### src/rtl/core/fbmt_pkg.sv
package fbmt_pkg;

	// map geometry
	localparam int unsigned MAX_BLOCKS = 4096;
	localparam int unsigned BLK_W = 12;
	localparam int unsigned CNT_W = 13;
	localparam int unsigned SEC_W = 22;
	localparam int unsigned OFFS_W = 10;
	localparam int unsigned QDEPTH = 2;

	// record and register limits
	localparam logic [15:0] SIG_VALID = 16'h00FF;
	localparam logic [31:0] CLAIM_ERASED = 32'hFFFF_FFFF;
	localparam logic [3:0] LOG2_LIMIT = 4'd10;
	localparam logic [CNT_W-1:0] BLOCKS_LIMIT = CNT_W'(MAX_BLOCKS);

	// command codes
	localparam logic [1:0] CMD_CLEAR = 2'd0;
	localparam logic [1:0] CMD_SCAN = 2'd1;
	localparam logic [1:0] CMD_XLATE = 2'd2;

	// configuration register indexes
	localparam logic [1:0] CFG_LOG2 = 2'd0;
	localparam logic [1:0] CFG_PAGES = 2'd1;
	localparam logic [1:0] CFG_BLOCKS = 2'd2;

	// result status codes
	localparam logic [3:0] ST_OK = 4'd0;
	localparam logic [3:0] ST_BAD = 4'd1;
	localparam logic [3:0] ST_READERR = 4'd2;
	localparam logic [3:0] ST_SIGNATURE = 4'd3;
	localparam logic [3:0] ST_LASTPAGE = 4'd4;
	localparam logic [3:0] ST_ERASED = 4'd5;
	localparam logic [3:0] ST_BEYOND = 4'd6;
	localparam logic [3:0] ST_DUPLICATE = 4'd7;
	localparam logic [3:0] ST_RANGE = 4'd8;
	localparam logic [3:0] ST_UNMAPPED = 4'd9;
	localparam logic [3:0] ST_NOMAP = 4'd10;

	// work kinds handed from front to back
	typedef enum logic [1:0] {
		OP_CLEAR = 2'd0,
		OP_FINAL = 2'd1,
		OP_SCAN = 2'd2,
		OP_XLATE = 2'd3
	} op_kind_t;

	typedef struct packed {
		logic [3:0] log2;
		logic [10:0] pages;
		logic [CNT_W-1:0] blocks;
	} cfg_t;

	typedef struct packed {
		op_kind_t kind;
		logic [3:0] status;
		logic out_of_range;
		logic [BLK_W-1:0] addr;
		logic [BLK_W-1:0] pblk;
		logic [OFFS_W-1:0] offs;
		logic [3:0] shift;
	} op_t;

	typedef struct packed {
		logic [3:0] status;
		logic [BLK_W-1:0] owner;
		logic [SEC_W-1:0] psec;
		logic [CNT_W-1:0] found;
	} res_t;

endpackage

### src/rtl/core/fbmt_front.sv
module fbmt_front (
	input  fbmt_pkg::cfg_t                cfg,
	input  logic [1:0]                    cmd,
	input  logic [11:0]                   phys_block,
	input  logic                          block_bad,
	input  logic                          spare_read_error,
	input  logic [15:0]                   signature,
	input  logic [15:0]                   end_page,
	input  logic [31:0]                   claimed_logical,
	input  logic [21:0]                   sector,
	output fbmt_pkg::op_t                 op
);

	import fbmt_pkg::*;

	logic [3:0] eff_log2;
	logic [CNT_W-1:0] eff_blocks;
	logic [SEC_W:0] sec_limit;
	logic [SEC_W-1:0] lblk_full;
	logic [OFFS_W-1:0] offs_mask;

	// clamp log2 and block count configuration to their working range
	always_comb begin
		eff_log2 = (cfg.log2 > LOG2_LIMIT) ? LOG2_LIMIT : cfg.log2;
		eff_blocks = (cfg.blocks > BLOCKS_LIMIT) ? BLOCKS_LIMIT : cfg.blocks;
	end

	// sector split and range bound
	always_comb begin
		sec_limit = (SEC_W+1)'(eff_blocks) << eff_log2;
		lblk_full = sector >> eff_log2;
		offs_mask = ~({OFFS_W{1'b1}} << eff_log2);
	end

	// classify the item; checks that need no map state finish here
	always_comb begin
		op = '0;
		op.pblk = phys_block;
		op.shift = eff_log2;
		op.offs = sector[OFFS_W-1:0] & offs_mask;
		op.out_of_range = ({1'b0, sector} >= sec_limit);
		case (cmd)
			CMD_CLEAR: begin
				op.kind = OP_CLEAR;
			end
			CMD_SCAN: begin
				op.kind = OP_FINAL;
				op.addr = claimed_logical[BLK_W-1:0];
				if (block_bad) begin
					op.status = ST_BAD;
				end else if (spare_read_error) begin
					op.status = ST_READERR;
				end else if (signature != SIG_VALID) begin
					op.status = ST_SIGNATURE;
				end else if (end_page >= {5'b0, cfg.pages}) begin
					op.status = ST_LASTPAGE;
				end else if (claimed_logical == CLAIM_ERASED) begin
					op.status = ST_ERASED;
				end else if (claimed_logical >= {19'b0, eff_blocks}) begin
					op.status = ST_BEYOND;
				end else begin
					op.kind = OP_SCAN;
				end
			end
			CMD_XLATE: begin
				op.kind = OP_XLATE;
				op.addr = lblk_full[BLK_W-1:0];
			end
			default: begin
				op.kind = OP_FINAL;
				op.status = ST_OK;
			end
		endcase
	end

endmodule

### config.mk
export PLATFORM = sky130hd
export DESIGN_NAME = fbmt_front
export DESIGN_NICKNAME = d
export VERILOG_FILES = /design/src/rtl/core/fbmt_pkg.sv /design/src/rtl/core/fbmt_front.sv
export SDC_FILE = /design/constraint.sdc
export NUM_CORES = 1
export LEC_CHECK = 0
export ABC_AREA = 1
export BUFFER_PORTS_ARGS = -buffer_cell sky130_fd_sc_hd__buf_2
export CAP_MARGIN = 20
export CORE_MARGIN = 2
export CORE_UTILIZATION = 25
export DETAILED_ROUTE_END_ITERATION = 12
export MAX_ROUTING_LAYER = met4
export PLACE_DENSITY = 0.59
export SYNTH_ARGS = -nofsm -noshare
export SYNTH_HDL_FRONTEND = slang
export SYNTH_SLANG_ARGS = --single-unit
export TNS_END_PERCENT = 20
### constraint.sdc
create_clock -name vclk -period 2.1
set_input_delay 0.105 -clock vclk [all_inputs]
set_output_delay 0.105 -clock vclk [all_outputs]
set_load 0.005 [all_outputs]
# Yosys cells after proc, flatten, opt, wreduce, memory -nomap -nowiden
# Index checks and enable logic that the tools add are counted.
# word_totals
register_bits	0
latchBits	0
ramBits	0
mem_bits_ro	0
input_bits	130
out_inout_bits	45
word_cells	32
n_memories	0
# classes
n_addsub	0
mul	0
div_mod_pow	0
magnitude_cmp	5
eq_ne	4
shifts	3
n_mux	17
n_bitwise	2
n_reduce_logical	1
# op_table
op	count
$eq 32x32->1 const B	1
$ge 32x13->1	1
$pmux 12 s2	1
$ge 22x23->1	1
$shl 13x4->23	1
$shr 22x4->12	1
$mux 3	7
$ge 16x11->1	1
$ne 16x8->1 const B	1
$gt 13x13->1 const B	1
$mux 13	1
$mux 2	6
$and 10x10->10	1
$not 10->10	1
$shl 10x4->10 const A	1
$pmux 2 s3	1
$gt 4x4->1 const B	1
$mux 4	1
$eq 2x1->1 const B	1
$eq 2x2->1 const B	1
$logic_not 2->1	1

# Depth between registers and ports, before layout
# depth
depth_word	10
depth_mapped	23
ltp_nobuf	22

# Worst setup path after synthesis
# Ideal clock, no wire load.
# synth_timing
path_type	in2out
startpoint	input cfg[24] (netlist name)
endpoint	output op[38] (netlist name)
t_arrival_ps	2203
t_required_ps	1995
setup_slack_ps	-208
cell_stages	23
path_buffers	2
cell_sequence	buf_2 nand2_2 nand2_2 nand2_4 nand2_2 inv_2 buf_4 nand3_1 nand3_1 nand3_1 nand2_1 nor2_1 ha_1 nand2_1 inv_1 nand3_1 nor3_1 nand2_1 nand2_1 nand2_1 nand2_1 nand2_1 a21oi_1
# synth_lines
item	line_no	source
start: declaration	fbmt_front.sv:2	input fbmt_pkg::cfg_t cfg,
end: declaration	fbmt_front.sv:11	output fbmt_pkg::op_t op

==> results.py <==
metrics = {
    "status": {
        "outcome": "finished, violations left",
        "violations": "setup timing",
    },
    "synth": {
        "synth_top_family_by_area": "simple AND/OR/NAND/NOR gates",
        "yosysMostFrequentCell": "nand2_1",
        "synth.area.top_cells": "nand2_1, nand3_1, ha_1",
        "synthMuxAreaShare": 0,
        "synth_xor_area_frac": 0,
        "synthSimpleGateAreaFrac": 0.5752,
        "syn-cell-area_sq_mm": 0.003511,
        "seq_area_frac_synth": 0,
        "yosysWarnings": 0,
        "synth_commonest_cells": "nand2_1, nand3_1, inv_1",
        "synth_fa_ha_area_frac": 0.1746,
        "synth_top_area_share": 0.2256,
        "yosysTopAreaCell": "nand2_1",
        "yosysUniqueCellTypes": 31,
        "syn_avg_cell_area_sq_um": 5.037,
        "synth_compound_area_frac": 0.09230,
        "syn_inst": 697,
        "synth_nets": 876,
    },
    "placement": {
        "place_congestion": 0.9471,
        "dp.cells": 1061,
        "hpwlAfterDp_mm": 12.55,
        "port_buffers": 150,
    },
    "floorplan": {
        "rows": 43,
        "die_h_um": 122.5,
        "die_w_um": 122.5,
        "io_pins": 175,
        "initial_core_util": 0.2549,
        "core_sq_mm": 0.01377,
        "die_area_sq_mm": 0.01501,
    },
    "timing": {
        "finalWorstSetupSlack_ns": -0.4957,
        "setup_tns_ns": -1.778,
        "fin_crit_ns": 2.596,
        "rsz0062_at_grt": "yes",
        "final-hold-violation-count": 0,
        "setup_violations": 5,
        "fin_crit_sh": 1.236,
        "slew_violations": 0,
        "max_freq_mhz": 385.2,
    },
    "routing": {
        "wl_per_cell_um": 13.89,
        "drt_iter0_markers": 381,
        "firstDrtPassIters": 5,
        "ant_nets": 0,
        "drt_wl_total_mm": 14.87,
        "vias": 5162,
        "viasPerCell": 4.820,
        "drc": 0,
    },
    "setup_path": {
        "worstSetupPathType": "in -> out",
        "critPathCaptureType": "output pin",
        "slowest_stage": "ha_1",
        "start_kind": "primary input",
        "cp_common_cell": "nand2_1",
        "max_stage_delay_ns": 0.30,
        "cp.arrival_ns": 2.49,
        "crit_chain": "buf_2 -> nor2_2 -> nand2_1 -> nor2_1 -> nand2_1 -> nand2_4 -> clkbuf_16 -> nand3_2 -> nand3_2 -> nand2_2 -> nor2_2 -> nor2_1 -> ha_1 -> buf_4 -> a21oi_2 -> nand2_1 -> a21oi_1 -> nand2_1 -> nand2_1 -> nand2_1 -> nand2_1 -> a21oi_2 -> buf_2",
        "crit_required_ns": 2.00,
        "critPathMaxFanout": 5,
    },
    "run": {
        "drv_cap": 0,
    },
    "layout": {
        "nFlopsAndLatches": 0,
        "drive_gt1_frac": 0.3367,
        "nNetsFinal": 1072,
        "num-fill-cells": 1535,
        "antenna_cells": 0,
        "regArea_sq_um": 0,
        "clock_buffers": 0,
        "syn_to_final_growth_pct": 49.25,
        "final_cells": 1071,
    },
    "global_routing": {
        "grt_pass1_vias": 4566,
        "grt_max_degree": 20,
        "grt_antenna_before_repair": 0,
        "track_usage": 0.1865,
        "globalRoute.totalOverflow": 0,
        "grt_pass1_wl_mm": 21.83,
    },
    "power": {
        "ir_worst_vdd_mv": 0.1085,
        "power_density_mw_per_mm2": 222.8,
        "p_leak_uw": 0.002949,
    },
    "hold_path": {
        "hold_path_class": "in -> out",
    },
    "clock_tree": {
        "cts_hold_buf": 0,
    },
}
cell type report:
type                       count  area (sq um)  share of cell area
timing repair buffer         235          1456              0.2779
inverter                      84         317.8             0.06065
multi-input combinational    572          3241              0.6184
tap                          180         225.2             0.04298
critical path: cells and delay by family:
family	cells	cell delay, ns
and+or+nand+nor	15	1.19
buffers and inverters	4	0.54
AOI/OAI and AO/OA	3	0.34
adders and majority gates	1	0.30
path summary, 6_finish.rpt:
path / depth (start not counted) / endpoint / start / slack (ns)
setup / recovery: 23 / op[38] / cfg[7] / -0.50
hold / removal: 0 / op[16] / phys_block[2] / 0.21
logic make-up after synthesis:
kind of cell,after synthesis
adder cells (fa/ha/maj),49
buffers and inverters,125
other,1
AO/OA/AOI/OAI,60
AND/OR/NAND/NOR,462
routing by layer:
metal | wire length [um] | GRT usage
met2 | 7379 | 0.3431
met4 | 77 | 0.01006
met1 | 6351 | 0.2333
met3 | 1062 | 0.01301
met5 | 0 | -
metrics by stage:
step | utilization | instance area [sq um] | worst slack, ns | hold slack [ns] | total power (uW)
CTS | 0.3569 | 4916 | -0.3596 | 0.2100 | 1080
floorplan | - | 3563 | -0.05251 | 0.2807 | 618.8
global placement | 0.3543 | 4880 | -0.4883 | 0.2100 | 1063
detailed placement | 0.3543 | 4880 | -0.5164 | 0.2100 | 1066
finish | 0.3805 | 5240 | -0.4957 | 0.2100 | 1167
global route | 0.3805 | 5240 | -0.6851 | 0.2100 | 1309
power breakdown:
part	switching, uW	leakage, uW	internal, uW
clock	0	0	0
combinational	659	0.00295	508
sequential	0	0	0
total	659	0.00295	508
cell usage in the layout, fill, tap and decap left out, types with 2 or more instances in the layout:
master,n
nand3_4,4
nand3_1,115
clkbuf_16,2
a21oi_2,4
nand2_4,4
nand2_1,204
buf_4,79
a21o_1,4
nand3b_1,5
ha_1,47
o21ai_0,7
nor2_2,8
nand2_2,8
inv_1,78
ha_4,2
nor2_1,62
nand3_2,21
nand4_1,19
buf_6,2
o21ai_1,8
buf_2,150
nor3_2,3
a21oi_1,30
inv_2,5
nor3_1,4
buf_12,2
what timing repair did:
item	CTS	global route
buffers inserted	0	7
cloned	0	3
gates resized for setup	9	46
endpoints found under the setup margin	5	5
pin swaps	4	32
(Power assumes the default switching activity.)
