## src/rtl/core/fbmt_pkg.sv

```systemverilog
package fbmt_pkg;

	// map geometry
	localparam int unsigned MAX_BLOCKS = 4096;
	localparam int unsigned BLK_W = 12;
	localparam int unsigned CNT_W = 13;
	localparam int unsigned SEC_W = 22;
	localparam int unsigned OFFS_W = 10;
	localparam int unsigned QDEPTH = 2;

	// record and register limits
	localparam logic [15:0] SIG_VALID = 16'h00FF;
	localparam logic [31:0] CLAIM_ERASED = 32'hFFFF_FFFF;
	localparam logic [3:0] LOG2_LIMIT = 4'd10;
	localparam logic [CNT_W-1:0] BLOCKS_LIMIT = CNT_W'(MAX_BLOCKS);

	// command codes
	localparam logic [1:0] CMD_CLEAR = 2'd0;
	localparam logic [1:0] CMD_SCAN = 2'd1;
	localparam logic [1:0] CMD_XLATE = 2'd2;

	// configuration register indexes
	localparam logic [1:0] CFG_LOG2 = 2'd0;
	localparam logic [1:0] CFG_PAGES = 2'd1;
	localparam logic [1:0] CFG_BLOCKS = 2'd2;

	// result status codes
	localparam logic [3:0] ST_OK = 4'd0;
	localparam logic [3:0] ST_BAD = 4'd1;
	localparam logic [3:0] ST_READERR = 4'd2;
	localparam logic [3:0] ST_SIGNATURE = 4'd3;
	localparam logic [3:0] ST_LASTPAGE = 4'd4;
	localparam logic [3:0] ST_ERASED = 4'd5;
	localparam logic [3:0] ST_BEYOND = 4'd6;
	localparam logic [3:0] ST_DUPLICATE = 4'd7;
	localparam logic [3:0] ST_RANGE = 4'd8;
	localparam logic [3:0] ST_UNMAPPED = 4'd9;
	localparam logic [3:0] ST_NOMAP = 4'd10;

	// work kinds handed from front to back
	typedef enum logic [1:0] {
		OP_CLEAR = 2'd0,
		OP_FINAL = 2'd1,
		OP_SCAN = 2'd2,
		OP_XLATE = 2'd3
	} op_kind_t;

	typedef struct packed {
		logic [3:0] log2;
		logic [10:0] pages;
		logic [CNT_W-1:0] blocks;
	} cfg_t;

	typedef struct packed {
		op_kind_t kind;
		logic [3:0] status;
		logic out_of_range;
		logic [BLK_W-1:0] addr;
		logic [BLK_W-1:0] pblk;
		logic [OFFS_W-1:0] offs;
		logic [3:0] shift;
	} op_t;

	typedef struct packed {
		logic [3:0] status;
		logic [BLK_W-1:0] owner;
		logic [SEC_W-1:0] psec;
		logic [CNT_W-1:0] found;
	} res_t;

endpackage

```

## src/rtl/core/fbmt_queue.sv

```systemverilog
module fbmt_queue (
	input  logic          clk,
	input  logic          arst_n,
	input  logic          wr_en,
	input  fbmt_pkg::op_t wr_op,
	input  logic          rd_en,
	output fbmt_pkg::op_t rd_op,
	output logic          q_full,
	output logic          q_empty
);

	import fbmt_pkg::*;

	op_t slot_q [QDEPTH];
	logic wr_ptr_q;
	logic rd_ptr_q;
	logic [1:0] cnt_q;

	assign q_full = (cnt_q == 2'(QDEPTH));
	assign q_empty = (cnt_q == 2'd0);
	assign rd_op = slot_q[rd_ptr_q];

	// slot storage
	always_ff @(posedge clk) begin
		if (wr_en) begin
			slot_q[wr_ptr_q] <= wr_op;
		end
	end

	// pointers and fill count
	always_ff @(posedge clk or negedge arst_n) begin
		if (!arst_n) begin
			wr_ptr_q <= 1'b0;
			rd_ptr_q <= 1'b0;
			cnt_q <= 2'd0;
		end else begin
			if (wr_en) begin
				wr_ptr_q <= ~wr_ptr_q;
			end
			if (rd_en) begin
				rd_ptr_q <= ~rd_ptr_q;
			end
			case ({wr_en, rd_en})
				2'b10: cnt_q <= cnt_q + 2'd1;
				2'b01: cnt_q <= cnt_q - 2'd1;
				default: cnt_q <= cnt_q;
			endcase
		end
	end

endmodule

```

## config.mk

```make
export PLATFORM = sky130hd
export DESIGN_NAME = fbmt_queue
export DESIGN_NICKNAME = d
export VERILOG_FILES = /design/src/rtl/core/fbmt_pkg.sv /design/src/rtl/core/fbmt_queue.sv
export SDC_FILE = /design/constraint.sdc
export NUM_CORES = 1
export LEC_CHECK = 0
export BUFFER_PORTS_ARGS = -buffer_cell sky130_fd_sc_hd__buf_2
export CELL_PAD_IN_SITES_DETAIL_PLACEMENT = 1
export CELL_PAD_IN_SITES_GLOBAL_PLACEMENT = 2
export CORE_AREA = 2 2 98 100
export CTS_CLUSTER_DIAMETER = 200
export CTS_CLUSTER_SIZE = 14
export DETAILED_ROUTE_END_ITERATION = 7
export DIE_AREA = 0 0 100 102
export PLACE_DENSITY = 0.9
export SLEW_MARGIN = 20
export SYNTH_ARGS = -nofsm -noshare
export SYNTH_HDL_FRONTEND = slang
export SYNTH_SLANG_ARGS = --single-unit
```

## constraint.sdc

```tcl
create_clock -name clk -period 7.8 [get_ports clk]
set_clock_uncertainty 0.2 [all_clocks]
set_input_delay 1.56 -clock clk [delete_from_list [all_inputs] [get_ports clk]]
set_output_delay 1.56 -clock clk [all_outputs]
set_load 0.02 [all_outputs]
```

[Yosys cells after proc, flatten, opt, wreduce, memory -nomap -nowiden]
Memories as Yosys holds them, arrays and structs flattened.
Cells that the tools add are included.
Storage, ports and cells
  flip-flop bits (word level): 4
  memory bits (writable): 90
  input port bits: 49
  output and inout port bits: 47
  memories: 1
Operators by class
  add/subtract/negate cells: 2
  eq/ne operators: 3
  multiplexer cells: 3
  bitwise gates (word level): 2
  reductions and logical operators: 2
Memory list
  slot_q: words 2, bits a word 45, rd ports 1, clocked after Yosys merged registers in 0, wr ports 1, line fbmt_queue.sv:14  | op_t slot_q [QDEPTH];
Operator list (count)
  equality test 2 bit, second input constant: 2
  case mux 2 bit (2 select lines): 1
  adder 2 x 1 -> 2 bit, second input constant: 1
  equality test 2 x 1 -> 1 bit, second input constant: 1
  logical NOT 2 bit: 1
  two-way mux 1 bit: 2
  NOT 1 bit: 2
  nonzero test 2 bit: 1
  subtractor 2 x 1 -> 2 bit, second input constant: 1

[Logic depth before layout (Yosys ltp)]
Gate-level depths: netlist of run 1.
  word-level depth: 2
  mapped depth: 5
  depth with buffers taken out: 5

[Least setup slack after synthesis of run 1]
Ideal clock, no wire load.
  path type: in2reg
  start: input wr_en
  end: memory slot_q[0][0] (netlist name) (enable)
  library setup time: 449 ps
  data arrival time: 3509 ps
  required time: 7151 ps
  slack: 3643 ps
  stages: 2
  path buffers: 0
  path through: inv_1 > nor2_1
On the way
  word-level cells in the longest chain between the ends: 2
Ends and longest elaborated chain
  from (decl): line fbmt_queue.sv:4  | input logic wr_en,
  two-way mux 1 bit: line fbmt_queue.sv:25  | if (wr_en) begin
  two-way mux 1 bit (implied by the code): line fbmt_queue.sv:26  | slot_q[wr_ptr_q] <= wr_op;
  to (decl): line fbmt_queue.sv:14
Every way passes these cells.

==> summary.md, run 1 <==
| Metric | Value |
|---|---|
| Outcome | `complete, no violations` |
| Vias in the first global route | `1903` |
| Syn Area/Cell | `23.3 µm²` |
| Die Ht | `102 µm` |
| Clock tree from TritonCTS | `built` |
| Inserted Clock Buffers | `9` |
| Flip-flop and latch area | `2800 µm²` |
| Initial antenna violation count | `0` |
| Cell area reported after detailed placement | `4180 µm²` |
| H-tree depth reported by CTS | `3` |
| Achievable Freq | `252 MHz` |
| Pin count of the biggest net entering global routing | `46` |
| Area of the multi-input gates | `743 µm²` |
| Total of warnings raised by yosys | `0` |
| Slack of the worst reg-to-reg path | `5.90 ns` |
| Length in cells of the worst reg-to-reg path | `2` |
| N_diodes | `0` |
| Clock latency on the worst-skew pair | `0.34 ns` |
| GR Overflow Total | `0` |
| Crit path from | `rd_ptr_q` |
| Final Wtd Congestion | `0.634` |
| RR Endpoint | `slot_q[0][42]` |
| Top fanout value on the critical path | `30` |
| Drc violations | `0` |
| Site row count | `35` |
| Top-level I/O count | `96` |
| Biggest area contributors in the synthesized netlist | `edfxtp_1, mux2_4, dfrtp_1` |
| Die width | `100 µm` |
| Post-synthesis instance total | `156` |
| Number of instances in the placed design | `359` |
| Synthesized netlist net count | `206` |
| Share of the core filled with cells | `0.478` |
| Worst slew margin relative to its limit | `0.584` |
| Final design area excluding fillers | `4350 µm²` |
| Final critical-path setup slack | `3.83 ns` |
| TritonRoute pass-1 iters | `4` |
| Number of port buffers | `95` |
| Post-synthesis sequential area ratio | `0.772` |
| Setup Viol. Count Final | `0` |
| RSZ-0062 raised after global routing | `no` |
| Leak pwr | `1.75 nW` |
| Final Cycle Share | `0.509` |
| Power density cells | `360 nW/µm²` |
| Vias per cell | `4.65` |
| FF-to-FF Start | `wr_ptr_q` |
| Final critical delay including setup and external delays | `3.97 ns` |
| Total wire length | `6210 µm` |
| Combined global-route utilization of all metal layers | `0.124` |
| Worst hold-check slack | `0.297 ns` |
| Hold buffers post-CTS | `0` |
| Area of the die | `10200 µm²` |
| Actual slew at the worst max-slew pin | `0.623 ns` |
| First-pass GRT wire length | `9320 µm` |
| Area growth, synth to finish | `19.9%` |
| Count of instances resized after the clock tree is built | `0` |
| Initial cell density of the core | `0.399` |
| Antenna-violating nets left | `0` |
| Ordered list of cells on the worst path | `buf_4 -> mux2_2 -> buf_2` |
| Core ar. | `9110 µm²` |
| CP endpoint kind | `output pin` |
| Worst Hold Endpoint | `cnt_q[1]` |
| Post-place setup slack | `4.18 ns` |
| Power, Total | `1.57 mW` |
| FF+latch count, synth | `94` |
| Buffer type at the clock tree root | `clkbuf_8` |
| Post-Route Setup TNS | `0 ns` |
| Fin cells | `375` |
| Arr. time, crit path | `2.21 ns` |
| Most area-hungry cell type in the Yosys netlist | `edfxtp_1` |
| Hold WC Path Type | `register to register` |
| Ratio of cells with drive above 1 in the final layout | `0.610` |
| Max clock buf depth | `2` |
| Number of design-rule violations left by the first detailed-router iteration | `35` |
| Maximum VDD drop | `156 µV` |
| Via count | `1745` |
| Delay of the slowest cell on the worst path | `0.71 ns` |
| Clock edge transition at the registers on the reported setup and hold paths | `0.08 ns` |
| Sum of net half-perimeters after detailed placement | `4160 µm` |
| Clock sink total | `94` |
| Final hold vios | `0` |
| Area share of the leading cell type in the synthesized netlist | `0.744` |
| Net count reported at finish | `309` |
| Count of filler cells inserted in the layout | `901` |
| Slew Limit Fails | `0` |
| Required time reported for the critical path endpoint | `6.04 ns` |
| Kind of critical path | `register to output pin` |
| CP startpoint kind | `register` |
| Wire per inst | `16.5 µm` |
| Buffers inserted during post-CTS setup optimization | `0` |
| Master of the slowest instance on the critical path | `dfrtp_2` |
| Hold path start | `cnt_q[1]` |
| Cell Area, Synth | `3630 µm²` |
| Number of library cell types mapped by synthesis | `13` |
| Worst hold path cell count | `1` |
| Number of maximum-capacitance violations | `0` |
[kinds of logic (layout without fill, tap and decap cells)]
kind of cell / Yosys count / in the layout / share of synthesized area
buf+inv: 6 / 114 / 0.0262
xor+xnor: 5 / 5 / 0.0121
simple gates: 5 / 5 / 0.00655
mux: 45 / 45 / 0.180
flops: 94 / 94 / 0.772
fa+ha+maj: 1 / 1 / 0.00345
[cells in the final DEF, fill, tap and decap left out, drive strengths merged]
cell / instances
dfrtp: 4
clkinv: 4
clkbuf: 9
clkinvlp: 1
ha: 1
xor2: 3
nor2: 3
and2: 1
mux2: 45
edfxtp: 90
xnor2: 2
inv: 3
buf: 97
nor2b: 1
[worst max-delay path, delay by kind of cell (launching register included)]
| family | cells | cell delay (ns) |
|---|---|---|
| DFF | 1 | 0.71 |
| buffers and inverters | 2 | 0.74 |
| muxes | 1 | 0.40 |
[cells in the mapped netlist]
cell	number
edfxtp_1	90
mux2_4	39
mux2_2	6
buf_12	4
dfrtp_1	4
nor2_1	3
xor2_1	3
xnor2_1	2
and2_1	1
buf_6	1
ha_1	1
inv_1	1
nor2b_1	1
[state kept, by name, indices dropped and copies added (netlist names)]
| signal | cells |
|---|---|
| slot_q | 90 |
| cnt_q | 2 |
| rd_ptr_q | 1 |
| wr_ptr_q | 1 |
[worst max-delay path by stage]
stage	end	slack (ns)	cells past startpoint
finish	rd_op[43]	3.83	3
global route	rd_op[43]	3.73	3
CTS	rd_op[43]	3.79	3
detailed placement	rd_op[43]	4.18	3
global placement	rd_op[43]	4.20	3
floorplan	slot_q[0][0]	3.64	2
[per-layer routing]
| metal | vias to the layer above | global-route usage | routed length [µm] |
|---|---|---|---|
| met5 | - | 0 | 0 |
| met4 | 0 | 0.0537 | 83 |
| met3 | 8 | 0.0335 | 348 |
| met2 | 62 | 0.227 | 3250 |
| met1 | 864 | 0.135 | 2520 |
| li1 | 811 | - | - |
[cell type report]
class,count,share of cell area
multi-input cells,56,0.171
well taps,111,0.0319
inverters,1,0.000862
repair buffers,97,0.113
flip-flops and latches,94,0.644
clock buffers,9,0.0285
clock inverters,7,0.0112
[power breakdown]
group / switching [mW] / internal, mW / total (mW)
Clock: 0.167 / 0.117 / 0.284
Combinational: 0.302 / 0.253 / 0.554
Sequential: 0.0554 / 0.671 / 0.727
Total: 0.524 / 1.04 / 1.57
No activity file was read; power rests on OpenSTA's default activity.
==> run 2, diff against run 1 <==
CORE_AREA = 2 2 105 107   (was 2 2 98 100)
DIE_AREA = 0 0 107 109   (was 0 0 100 102)
PLACE_DENSITY = 0.84   (was 0.9)
clock period = 3.3 ns   (was 7.8 ns; I/O delays follow)
==> run 2 against run 1 <==
Net effect: flip-flop and latch count did not move; non-clock buffer count rose by 3; via count fell by 0.69%; sequential share of layout area fell by 0.98 points; wire length fell by 2.2%; cell count rose by 8.5%; clock power rose by 120%; first-iteration DRC count rose by 51%; total power rose by 140%.
==> summary.md, run 2 (synthesis results as in run 1) <==
| Metric | Value |
|---|---|
| Post-Route Setup TNS | `0 ns (unchanged)` |
| Wire per inst | `14.9 µm (-9.9%)` |
| Pin count of the biggest net entering global routing | `46 (unchanged)` |
| Number of design-rule violations left by the first detailed-router iteration | `53 (+51%)` |
| Fin cells | `407 (+8.5%)` |
| Buffer type at the clock tree root | `clkbuf_8` |
| H-tree depth reported by CTS | `3 (unchanged)` |
| Final hold vios | `0 (unchanged)` |
| Master of the slowest instance on the critical path | `dfrtp_2` |
| Hold WC Path Type | `input port to register` |
| Vias in the first global route | `1849 (-2.8%)` |
| Count of filler cells inserted in the layout | `1071 (+19%)` |
| RSZ-0062 raised after global routing | `no` |
| Site row count | `38 (+8.6%)` |
| Count of instances resized after the clock tree is built | `0 (unchanged)` |
| Final critical-path setup slack | `0.580 ns (-3.25 ns)` |
| Max clock buf depth | `2 (unchanged)` |
| Drc violations | `0 (unchanged)` |
| CP endpoint kind | `output pin` |
| Leak pwr | `1.77 nW (+0.94%)` |
| Number of maximum-capacitance violations | `0 (unchanged)` |
| Kind of cell with the highest combined delay on the critical path | `flip-flops` |
| Final critical delay including setup and external delays | `2.72 ns` |
| Inserted Clock Buffers | `9 (unchanged)` |
| Outcome | `complete, no violations` |
| Clock latency on the worst-skew pair | `0.34 ns (about the same)` |
| Achievable Freq | `368 MHz` |
| Core ar. | `10600 µm² (+16%)` |
| Total buffers and inverters traversed by the critical path | `2 (unchanged)` |
| CP startpoint kind | `register` |
| Top-level I/O count | `96 (unchanged)` |
| Final design area excluding fillers | `4420 µm² (+1.6%)` |
| Largest registers ranked by flip-flop count | `slot_q (90), cnt_q (2)` |
| Area of the die | `11700 µm² (+14%)` |
| Required time reported for the critical path endpoint | `2.44 ns (-3.60 ns)` |
| Initial cell density of the core | `0.342 (-0.0562)` |
| GR Overflow Total | `0 (unchanged)` |
| Die width | `107 µm (+7.0%)` |
| Cell area reported after detailed placement | `4260 µm² (+1.8%)` |
| Number of port buffers | `95 (unchanged)` |
| Area growth, synth to finish | `21.7%` |
| Worst slew margin relative to its limit | `0.583 (-0.00182)` |
| Die Ht | `109 µm (+6.9%)` |
| Register with the most flip-flops | `slot_q` |
| Most common library cell in the layout ignoring fill and taps | `buf_2` |
| Most frequent cells in the layout | `buf_2, edfxtp_1, mux2_4, clkbuf_8, mux2_2` |
| Kind of critical path | `register to output pin` |
| Worst hold-check slack | `0.293 ns (-0.00435 ns)` |
| Clock tree from TritonCTS | `built` |
| Combined global-route utilization of all metal layers | `0.109 (-0.0149)` |
| Net count reported at finish | `312 (+0.97%)` |
| Ordered list of cells on the worst path | `buf_4 -> mux2_2 -> buf_2` |
| Delay of the slowest cell on the worst path | `0.65 ns (-0.06 ns)` |
| Actual slew at the worst max-slew pin | `0.626 ns (+0.00273 ns)` |
| Ratio of cells with drive above 1 in the final layout | `0.599 (-0.0106)` |
| Post-place setup slack | `0.935 ns (-3.25 ns)` |
| Power density cells | `833 nW/µm² (+130%)` |
| Top fanout value on the critical path | `14 (-53%)` |
| Buffers inserted during post-CTS setup optimization | `0 (unchanged)` |
| Slew Limit Fails | `0 (unchanged)` |
| Clock sink total | `94 (unchanged)` |
| Total wire length | `6070 µm (-2.2%)` |
| Maximum VDD drop | `327 µV (+110%)` |
| Vias per cell | `4.26 (-8.5%)` |
| Max FFs per register | `90 (unchanged)` |
| Via count | `1733 (-0.69%)` |
| Arr. time, crit path | `1.86 ns (-0.35 ns)` |
| Final Wtd Congestion | `0.642 (+1.1%)` |
| Antenna-violating nets left | `0 (unchanged)` |
| Clock edge transition at the registers on the reported setup and hold paths | `0.08 ns (about the same)` |
| Number of instances in the placed design | `390 (+8.6%)` |
| Setup Viol. Count Final | `0 (unchanged)` |
| TritonRoute pass-1 iters | `4 (unchanged)` |
| First-pass GRT wire length | `9290 µm (-0.36%)` |
| Hold buffers post-CTS | `1 (+1)` |
| N_diodes | `0 (unchanged)` |
| Sum of net half-perimeters after detailed placement | `4100 µm (-1.5%)` |
| Final Cycle Share | `0.824` |
| Initial antenna violation count | `0 (unchanged)` |
-- run 2: through the flow --
| stage | power (mW) | utilization |
|---|---|---|
| 3_3_place_gp | 3.09 | 0.401 |
| 4_1_cts | 3.75 | 0.417 |
| 2_1_floorplan | 2.79 | - |
| 6_report | 3.68 | 0.417 |
| 5_1_grt | 3.87 | 0.417 |
| 3_5_place_dp | 3.12 | 0.401 |
-- run 2: area by class of cell --
type,instances,area [µm²],area share
Tap cell,140,175,0.0396
Clock buffer,9,124,0.0280
Clock inverter,7,31.3,0.00708
Inverter,1,3.75,0.000849
Sequential cell,94,2800,0.634
Multi-Input combinational cell,56,742,0.168
Timing Repair Buffer,100,541,0.122
-- run 2: where the power goes --
part / switching, mW / internal, mW
Clock: 0.359 / 0.261
Combinational: 0.728 / 0.630
Sequential: 0.117 / 1.59
-- run 2: worst paths after layout --
path                               start       endpoint  slack, ns  cells past startpoint
worst min register to register  cnt_q[1]       cnt_q[1]       0.31                      1
worst max-delay path            rd_ptr_q       rd_op[1]       0.58                      3
min in group asynchronous         arst_n       cnt_q[1]       0.45                      2
max in group asynchronous         arst_n       rd_ptr_q       2.31                      2
worst min-delay path            wr_op[2]   slot_q[0][2]       0.29                      1
worst max register to register  wr_ptr_q  slot_q[1][38]       1.54                      2
-- run 2: metal layers --
metal | global-route usage | routed length (µm) | vias up | share of wire
met5 | 0 | 0 | - | 0
met2 | 0.183 | 3100 | 55 | 0.51
met1 | 0.125 | 2520 | 852 | 0.41
li1 | - | - | 815 | -
met4 | 0.0640 | 141 | 0 | 0.023
met3 | 0.0281 | 306 | 11 | 0.050
